### src/rtl/sapq_pkg.sv
package sapq_pkg;

  // Queue capacity and derived widths
  localparam int DEPTH = 16;
  localparam int CNT_W = $clog2(DEPTH + 1);
  localparam int KEY_W = 32;
  localparam int ENTRY_COUNT_W = 5;

  // Command codes
  localparam logic CMD_INSERT = 1'b0;
  localparam logic CMD_REMOVE = 1'b1;

  // Per-cycle operation broadcast to every cell
  typedef struct packed {
    logic                    ins;
    logic                    rem;
    logic signed [KEY_W-1:0] new_key;
  } ctrl_t;

endpackage

### src/rtl/sorted_array_priority_queue.sv
// Shift-register priority queue of DEPTH signed 32-bit keys, kept sorted
// ascending in a row of compare-and-shift cells. Issue a request by raising
// start with cmd (insert or remove smallest) and key; busy is never raised,
// so one request is taken every cycle. The result shows one cycle after the
// request with done high for exactly that cycle and must be captured then,
// since the receiver cannot stall it. All cells compare against the new key
// in parallel and shift by one place in the same cycle, whatever the fill
// level. Equal keys: a new key goes ahead of older equal keys. Insert when
// full and remove when empty leave the queue unchanged and report ok low.
// head_key reads zero when empty.
module sorted_array_priority_queue
  import sapq_pkg::*;
(
  input  logic                            clk,
  input  logic                            rst,
  input  logic                            start,
  output logic                            busy,
  input  logic                            cmd,
  input  logic signed [KEY_W-1:0]         key,
  output logic                            done,
  output logic                            ok,
  output logic signed [KEY_W-1:0]         head_key,
  output logic        [ENTRY_COUNT_W-1:0] entry_count,
  output logic                            is_empty
);

  logic             accept;
  logic             full;
  logic             empty;
  ctrl_t            ctrl;
  logic [CNT_W-1:0] fill_count;
  logic [CNT_W-1:0] fill_count_next;

  logic signed [KEY_W-1:0] cell_key  [DEPTH];
  logic                    cell_keep [DEPTH];

  assign busy   = 1'b0;
  assign accept = start && !busy;
  assign full   = (fill_count == CNT_W'(DEPTH));
  assign empty  = (fill_count == '0);

  // Decode the request into the cell broadcast
  assign ctrl.ins     = accept && (cmd == CMD_INSERT) && !full;
  assign ctrl.rem     = accept && (cmd == CMD_REMOVE) && !empty;
  assign ctrl.new_key = key;

  always_comb begin
    fill_count_next = fill_count;
    if (ctrl.ins) begin
      fill_count_next = fill_count + CNT_W'(1);
    end else if (ctrl.rem) begin
      fill_count_next = fill_count - CNT_W'(1);
    end
  end

  // Cell chain
  for (genvar i = 0; i < DEPTH; i++) begin : g_cell
    logic signed [KEY_W-1:0] prev_key;
    logic                    prev_keep;
    logic signed [KEY_W-1:0] next_key;
    logic                    occ;

    assign occ = (CNT_W'(i) < fill_count);

    if (i == 0) begin : g_first
      assign prev_key  = key;
      assign prev_keep = 1'b1;
    end else begin : g_mid
      assign prev_key  = cell_key[i-1];
      assign prev_keep = cell_keep[i-1];
    end

    if (i == DEPTH - 1) begin : g_last
      assign next_key = cell_key[i];
    end else begin : g_body
      assign next_key = cell_key[i+1];
    end

    sapq_cell u_cell (
      .clk       (clk),
      .ctrl      (ctrl),
      .occ       (occ),
      .prev_key  (prev_key),
      .prev_keep (prev_keep),
      .next_key  (next_key),
      .key       (cell_key[i]),
      .keep      (cell_keep[i])
    );
  end

  // Count and result strobe
  always_ff @(posedge clk) begin
    if (rst) begin
      fill_count <= '0;
      done       <= 1'b0;
      ok         <= 1'b0;
    end else begin
      fill_count <= fill_count_next;
      done       <= accept;
      ok         <= ctrl.ins || ctrl.rem;
    end
  end

  // Result view of the updated state
  assign head_key    = empty ? '0 : cell_key[0];
  assign entry_count = ENTRY_COUNT_W'(fill_count);
  assign is_empty    = empty;

endmodule

### src/rtl/sapq_cell.sv
module sapq_cell
  import sapq_pkg::*;
(
  input  logic                    clk,
  input  ctrl_t                   ctrl,
  input  logic                    occ,
  input  logic signed [KEY_W-1:0] prev_key,
  input  logic                    prev_keep,
  input  logic signed [KEY_W-1:0] next_key,
  output logic signed [KEY_W-1:0] key,
  output logic                    keep
);

  // Entry stays in place on insert when it sorts strictly ahead of the new key
  assign keep = occ && (key < ctrl.new_key);

  // Insert: keep, take the new key at the boundary, or shift up from below.
  // Remove: shift down from above.
  always_ff @(posedge clk) begin
    if (ctrl.ins) begin
      if (!keep) begin
        key <= prev_keep ? ctrl.new_key : prev_key;
      end
    end else if (ctrl.rem) begin
      key <= next_key;
    end
  end

endmodule

### config.mk
export PLATFORM = sky130hd
export DESIGN_NAME = sorted_array_priority_queue
export DESIGN_NICKNAME = d
export VERILOG_FILES = /design/src/rtl/sapq_pkg.sv /design/src/rtl/sorted_array_priority_queue.sv /design/src/rtl/sapq_cell.sv
export SDC_FILE = /design/constraint.sdc
export NUM_CORES = 2
export LEC_CHECK = 0
export BUFFER_PORTS_ARGS = -buffer_cell sky130_fd_sc_hd__buf_4
export CAP_MARGIN = 10
export CORE_UTILIZATION = 55
export CTS_CLUSTER_DIAMETER = 50
export CTS_CLUSTER_SIZE = 12
export DETAILED_ROUTE_END_ITERATION = 10
export GPL_TIMING_DRIVEN = 0
export PLACE_DENSITY = 0.71
export SETUP_SLACK_MARGIN = 0.2
export SLEW_MARGIN = 20
export SYNTH_ARGS = -nofsm -noshare
export SYNTH_HDL_FRONTEND = slang
export SYNTH_SLANG_ARGS = --single-unit
### constraint.sdc
create_clock -name clk -period 12.2 [get_ports clk]
set_input_delay 1.83 -clock clk [delete_from_list [all_inputs] [get_ports clk]]
set_output_delay 1.83 -clock clk [all_outputs]
set_load 0.01 [all_outputs]
### Word level (Yosys, flattened, before mapping)

Index checks and enable logic that the tools add are counted.

* register bits after elaboration: 519

* add/sub/neg operators: 2
* magnitude comparators: 32
* equality and inequality tests: 16
* muxes and demuxes: 63
* bitwise operators: 2
* reductions and logical operators: 41

Operators by type and width (count)
* 32-bit two-way mux: 61
* 32-bit < comparator: 16
* 4-bit by 5-bit < comparator with 1-bit output, first input constant: 8
* 2-bit AND reduction: 16
* 2-bit != test, second input constant: 15
* 1-bit logical AND: 20
* 3-bit by 5-bit < comparator with 1-bit output, first input constant: 4
* 1-bit by 5-bit < comparator with 1-bit output, first input constant: 2
* 2-bit by 5-bit < comparator with 1-bit output, first input constant: 2
* 5-bit two-way mux: 2
* 5-bit by 1-bit adder with 5-bit output, second input constant: 1
* 5-bit equality test, second input constant: 1
* 5-bit logical NOT: 1
* 5-bit by 1-bit subtractor with 5-bit output, second input constant: 1
* 1-bit logical NOT: 2
* 1-bit NOT: 2
* 2-bit nonzero test: 1
* 1-bit logical OR: 1

### Depth between registers and ports, before layout

* depth after elaboration: 5
* depth in mapped cells: 12

### Hierarchy

A second synthesis with hierarchy kept.

* cell total of the unflattened synthesis: 4236
* area total of the unflattened synthesis: 39766.9 um^2

By module, submodules not included
* sapq_cell: instances 16, cells an instance 257, area an instance 2429.8 um^2
* sorted_array_priority_queue: instances 1, cells an instance 124, area an instance 889.6 um^2

### Least setup slack after synthesis

OpenSTA, ideal clock, no wires.

* path kind: input to register
* start: in key[7]
* end: reg g_cell[14].u_cell.key[0], enable pin
* arrival: 5.823 ns
* slack: 5.915 ns
* stages on the path: 9
* path buffers: 1
* cell sequence: inv_1 > ha_1 > nand2_1 > o41ai_1 > a21oi_1 > a2111o_1 > clkbuf_1 > nor3b_1 > nor3_1

* cells in the longest elaborated chain, start to end: 4

RTL lines
* start, declared: line sorted_array_priority_queue.sv:19 `input logic signed [KEY_W-1:0] key,`
* 32-bit < comparator: line sapq_cell.sv:15 `assign keep = occ && (key < ctrl.new_key);`
* 1-bit logical AND: line sapq_cell.sv:15
* 2-bit != test (no source line)
* 2-bit AND reduction (no source line)
* end signal, assigned: line sapq_cell.sv:22 `key <= prev_keep ? ctrl.new_key : prev_key;`
* end signal, assigned: line sapq_cell.sv:25 `key <= next_key;`
* end, declared: line sapq_cell.sv:10 `output logic signed [KEY_W-1:0] key,`

Every way passes these cells.
A chain may end at the register's enable or synchronous reset.

### Final worst setup path

* start: in key[31]
* end: reg g_cell[0].u_cell.key[8], enable pin

* cells in the longest elaborated chain, start to end: 4

RTL lines (line)
* 32-bit < comparator: sapq_cell.sv:15
* 1-bit logical AND: sapq_cell.sv:15
* 2-bit != test (no source line)
* 2-bit AND reduction (no source line)
* end signal, assigned: sapq_cell.sv:22
* end signal, assigned: sapq_cell.sv:25
* end, declared: sapq_cell.sv:10

Every way passes these cells.

==> impl.org <==
** Yosys
- The synthesized netlist occupies a cell area of 37,700 sq um.
- Of the total synthesized cell area, the portion taken by full adders, half adders and majority gates is 0.166.
- Area fraction of the dominant cell type after synthesis :: 0.408
- Averaged over all synthesized cells, the footprint is 9.49 sq um.
- Number of flops mapped to enable cells by yosys :: 512
- Warnings, synthesis :: 0
- Dominant synthesized flop cell :: sky130_fd_sc_hd__edfxtp_1
- Of all flip-flops after synthesis, the portion carrying an async set or reset was 0.
- Synthesis produced a netlist with a net count of 4,506.
- By area the synthesized netlist is led by sky130_fd_sc_hd__edfxtp_1, sky130_fd_sc_hd__ha_1, sky130_fd_sc_hd__o211ai_1.
- Part of the Yosys area used for sequential elements :: 0.412
- Post-Synthesis Cells :: 3,971
- By area, the combinational part of the netlist is dominated by simple AND/OR/NAND/NOR gates.
- Cell taking the most area after synthesis :: sky130_fd_sc_hd__edfxtp_1
- Synthesis instantiated 63 different standard cells from the library.
- The commonest cells after synthesis are sky130_fd_sc_hd__nand2_1, sky130_fd_sc_hd__edfxtp_1, sky130_fd_sc_hd__ha_1.
- In the post-synthesis netlist, the cell with the most instances is sky130_fd_sc_hd__nand2_1.
- The synthesized design contains 519 register bits.
- Of the total synthesized cell area, the portion taken by XOR and XNOR cells is 0.000930.
- Compound-Gate Fraction of Synth Area :: 0.177
- Simple-gate share of the synthesized area :: 0.178
- Post-synthesis mux area share :: 0.0285

** STA
- Setup violations remaining at the end of the flow were counted as 0.
- Transition time at the pin with the least slew margin :: 1.23 ns
- The worst path meets setup with 6.02 ns of slack.
- Final hold violations :: 0
- Final Slew Violations :: 0
- Peak Freq :: 0.162 GHz
- In this run the tightest slew margin relative to its limit is 0.170.
- For the final routed database, the setup TNS stands at 0 ns.
- Setup repair after global routing left no endpoint under its margin.
- Fraction of the cycle the final worst path needs :: 0.507
- Setup skew after layout :: 0.0211 ns
- Fin crit period :: 6.18 ns

** Global route
- Number of antenna violations at the first check in global routing :: 1
- The first global-routing pass estimated 190 mm of wire.
- In the global route stage, met2 resource usage came out at 0.589.
- Top Usage Layer GRT :: met2
- In the global route stage, met1 resource usage came out at 0.465.
- The number of global-route vias before repair was 32,800.
- Global routing usage on met3 :: 0.0599
- Total global routing overflow :: 0
- Largest net degree at the start of global routing :: 33
- GRT Resource Usage Total :: 0.361

** Placement
- At the end of routability-driven placement, the weighted congestion stood at 0.987.
- DP Worst Slack :: 5.24 ns
- The wire-length estimate of the detail-placed layout is 104 mm.
- During placement, the flow inserted port buffers numbering 75.

** Layout
- Relative area change from synthesis to final layout :: 12.0%
- Sequential cell area in the final layout :: 15,500 sq um
- Summing all multi-input logic gate instances after layout gives 20,800 sq um.
- Fin util :: 0.625
- Share of final-layout standard cells stronger than drive strength 1 :: 0.0711
- The net count of the finished layout is 4,666.
- Fill cells in the final layout number 5,805.

** Clocking
- Counting along the longest clock path gives a buffer depth of 3.
- Clock transition at path regs :: 0.06 ns
- Clock buffers created by TritonCTS :: 75
- After clock tree synthesis, the repair step resized 0 gates.
- Number of clock sinks :: 519
- The tree is rooted in a sky130_fd_sc_hd__clkbuf_16.
- The clock reaches the later pin of the worst-skew pair after 0.64 ns.
- In this run, post-CTS hold repair placed 0 buffers.
- Post-CTS setup buffer count :: 0
- TritonCTS clock tree :: done
- The clock tree synthesis step divided the H-tree into 3 levels.

** Power and ir drop
- Total power divided by cell area :: 183 nW/um^2
- Peak VDD IR :: 0.158 mV
- Leakage Power :: 16.4 nW
- Power, Total :: 7.70 mW

** Detailed routing
- Pre-antenna DRT Iters :: 6
- In this run, the number of DRC markers left after iteration 0 of detailed routing was 3,566.
- The count of nets left with antenna violations once routing finished came out at 0.
- After detailed routing, the number of remaining DRC violations is 0.
- Dividing the detail-routed via count by the number of cells gives 6.59.
- Routed wirelength normalized by instance count :: 25.1 um
- Detailed-route wire length :: 127 mm
- Via count of the routed design :: 33,400

** Critical path
- CP Capture Type :: register
- At the worst endpoint, the required time is 12.46 ns.
- Grouping stages by cell kind, the critical path spends the most delay in simple AND/OR/NAND/NOR gates.
- The worst setup path is launched from a primary input.
- Traced cell by cell, the critical path runs through buf_4 > inv_1 > ha_1 > nand4_1 > nor4_1 > o211ai_1 > a31oi_1 > o21ai_0 > nand3_1 > buf_2 > buf_1 > nand2_1 > nand2_2.
- Buf/Inv on CP :: 4
- Data arrives at the worst endpoint at 6.44 ns.
- Max stage delay cell, worst path :: sky130_fd_sc_hd__nor4_1
- Critical path's largest stage delay :: 0.91 ns
- Along the worst path, the maximum fanout reaches 32.
- Critical Setup Path Class :: primary input to register

** Die
- Chip height :: 264 um
- The region available for standard cell placement spans 67,500 sq um.
- The die covers 69,500 sq um.
- Number of top-level pins :: 77
- In this run the core area contains 95 standard-cell rows.
- Initial Util :: 0.558
- The floorplan step set the die width to 264 um.

** Flow run
- Across the run, the number of max-cap violations was 0.

** Outcome
- The flow ran to the end, and the final reports show no timing, DRC or antenna violations.

** Worst hold path
- In this run the worst hold path is classified as register to register.
==> tightest hold or removal path, cell delays in order (launching register included) <==
cell	delay, ns
sky130_fd_sc_hd__edfxtp_1	0.38
sky130_fd_sc_hd__nand2_1	0.06
sky130_fd_sc_hd__nand2_1	0.06
==> flip-flops by register name (all words and copies together) (netlist names) <==
name               count
g_cell.u_cell.key    512
ok                     1
entry_count            5
done                   1
==> cells in the final DEF, fill, tap and decap left out, types with 21 or more instances in the layout <==
cell type | netlist | layout
sky130_fd_sc_hd__nand2_1 | 712 | 702
sky130_fd_sc_hd__edfxtp_1 | 512 | 512
sky130_fd_sc_hd__ha_1 | 499 | 499
sky130_fd_sc_hd__o211ai_1 | 373 | 373
sky130_fd_sc_hd__nand3_1 | 361 | 361
sky130_fd_sc_hd__a21oi_1 | 321 | 320
sky130_fd_sc_hd__clkbuf_1 | 194 | 201
sky130_fd_sc_hd__o21ai_1 | 123 | 119
sky130_fd_sc_hd__mux2i_1 | 104 | 104
sky130_fd_sc_hd__nor2_1 | 98 | 98
sky130_fd_sc_hd__buf_4 | 5 | 82
sky130_fd_sc_hd__clkbuf_16 | 0 | 78
sky130_fd_sc_hd__o21ai_0 | 68 | 68
sky130_fd_sc_hd__nand4_1 | 61 | 61
sky130_fd_sc_hd__buf_2 | 56 | 56
sky130_fd_sc_hd__inv_1 | 54 | 54
sky130_fd_sc_hd__nor3b_1 | 39 | 39
sky130_fd_sc_hd__a31oi_1 | 39 | 39
sky130_fd_sc_hd__a21o_1 | 36 | 36
sky130_fd_sc_hd__and3_1 | 34 | 34
sky130_fd_sc_hd__or3_1 | 34 | 34
sky130_fd_sc_hd__and2_1 | 32 | 32
sky130_fd_sc_hd__nor3_1 | 22 | 21
==> cells by family after synthesis <==
logic type / after synthesis
other: 1
and+or+nand+nor: 1456
AOI/OAI and AO/OA: 1052
DFF: 519
adders and majority gates: 499
buffers and inverters: 333
muxes: 107
xor gates and xnor gates: 4
==> layer usage <==
layer	up-vias	share of wire
met2	1623	0.46
li1	15500	-
met5	-	0.000055
met3	297	0.092
met1	16000	0.40
met4	2	0.052
==> layout make-up <==
cell class              count  share of cell area
well taps                 873              0.0259
clock inverters            52              0.0151
multi-input cells        3119               0.493
repair buffers             83              0.0171
plain buffers             279              0.0287
flip-flops and latches    519               0.368
clock buffers              86              0.0472
inverters                  54             0.00480
diodes                      1           0.0000593
==> worst paths after layout <==
| check | from | endpoint | slack, ns | cells after the start |
|---|---|---|---|---|
| hold / removal | g_cell[1].u_cell.key[23]$_DFFE_PP_ | g_cell[0].u_cell.key[23]$_DFFE_PP_ | 0.61 | 2 |
| setup / recovery | key[31] | g_cell[0].u_cell.key[8]$_DFFE_PP_ | 6.02 | 13 |
| hold reg to reg | g_cell[1].u_cell.key[23]$_DFFE_PP_ | g_cell[0].u_cell.key[23]$_DFFE_PP_ | 0.61 | 2 |
| setup reg to reg | entry_count[0]$_SDFFE_PP0P_ | g_cell[15].u_cell.key[3]$_DFFE_PP_ | 6.69 | 10 |
==> report_power, final <==
part / internal [mW] / switching (mW) / total [mW]
sequential: 2.54 / 0.311 / 2.85
clock: 1.42 / 0.916 / 2.34
combinational: 0.909 / 1.61 / 2.52
==> per-stage QoR <==
step                cell area (sq um)  hold WS [ns]  cells
global route                    42200         0.627   5065
floorplan                       37700         0.533   3971
CTS                             42200         0.605   5065
global placement                39300         0.579   4919
detailed placement              39600         0.576   4927
finish                          42200         0.610   5066
Power figures use the tool's default switching activity.
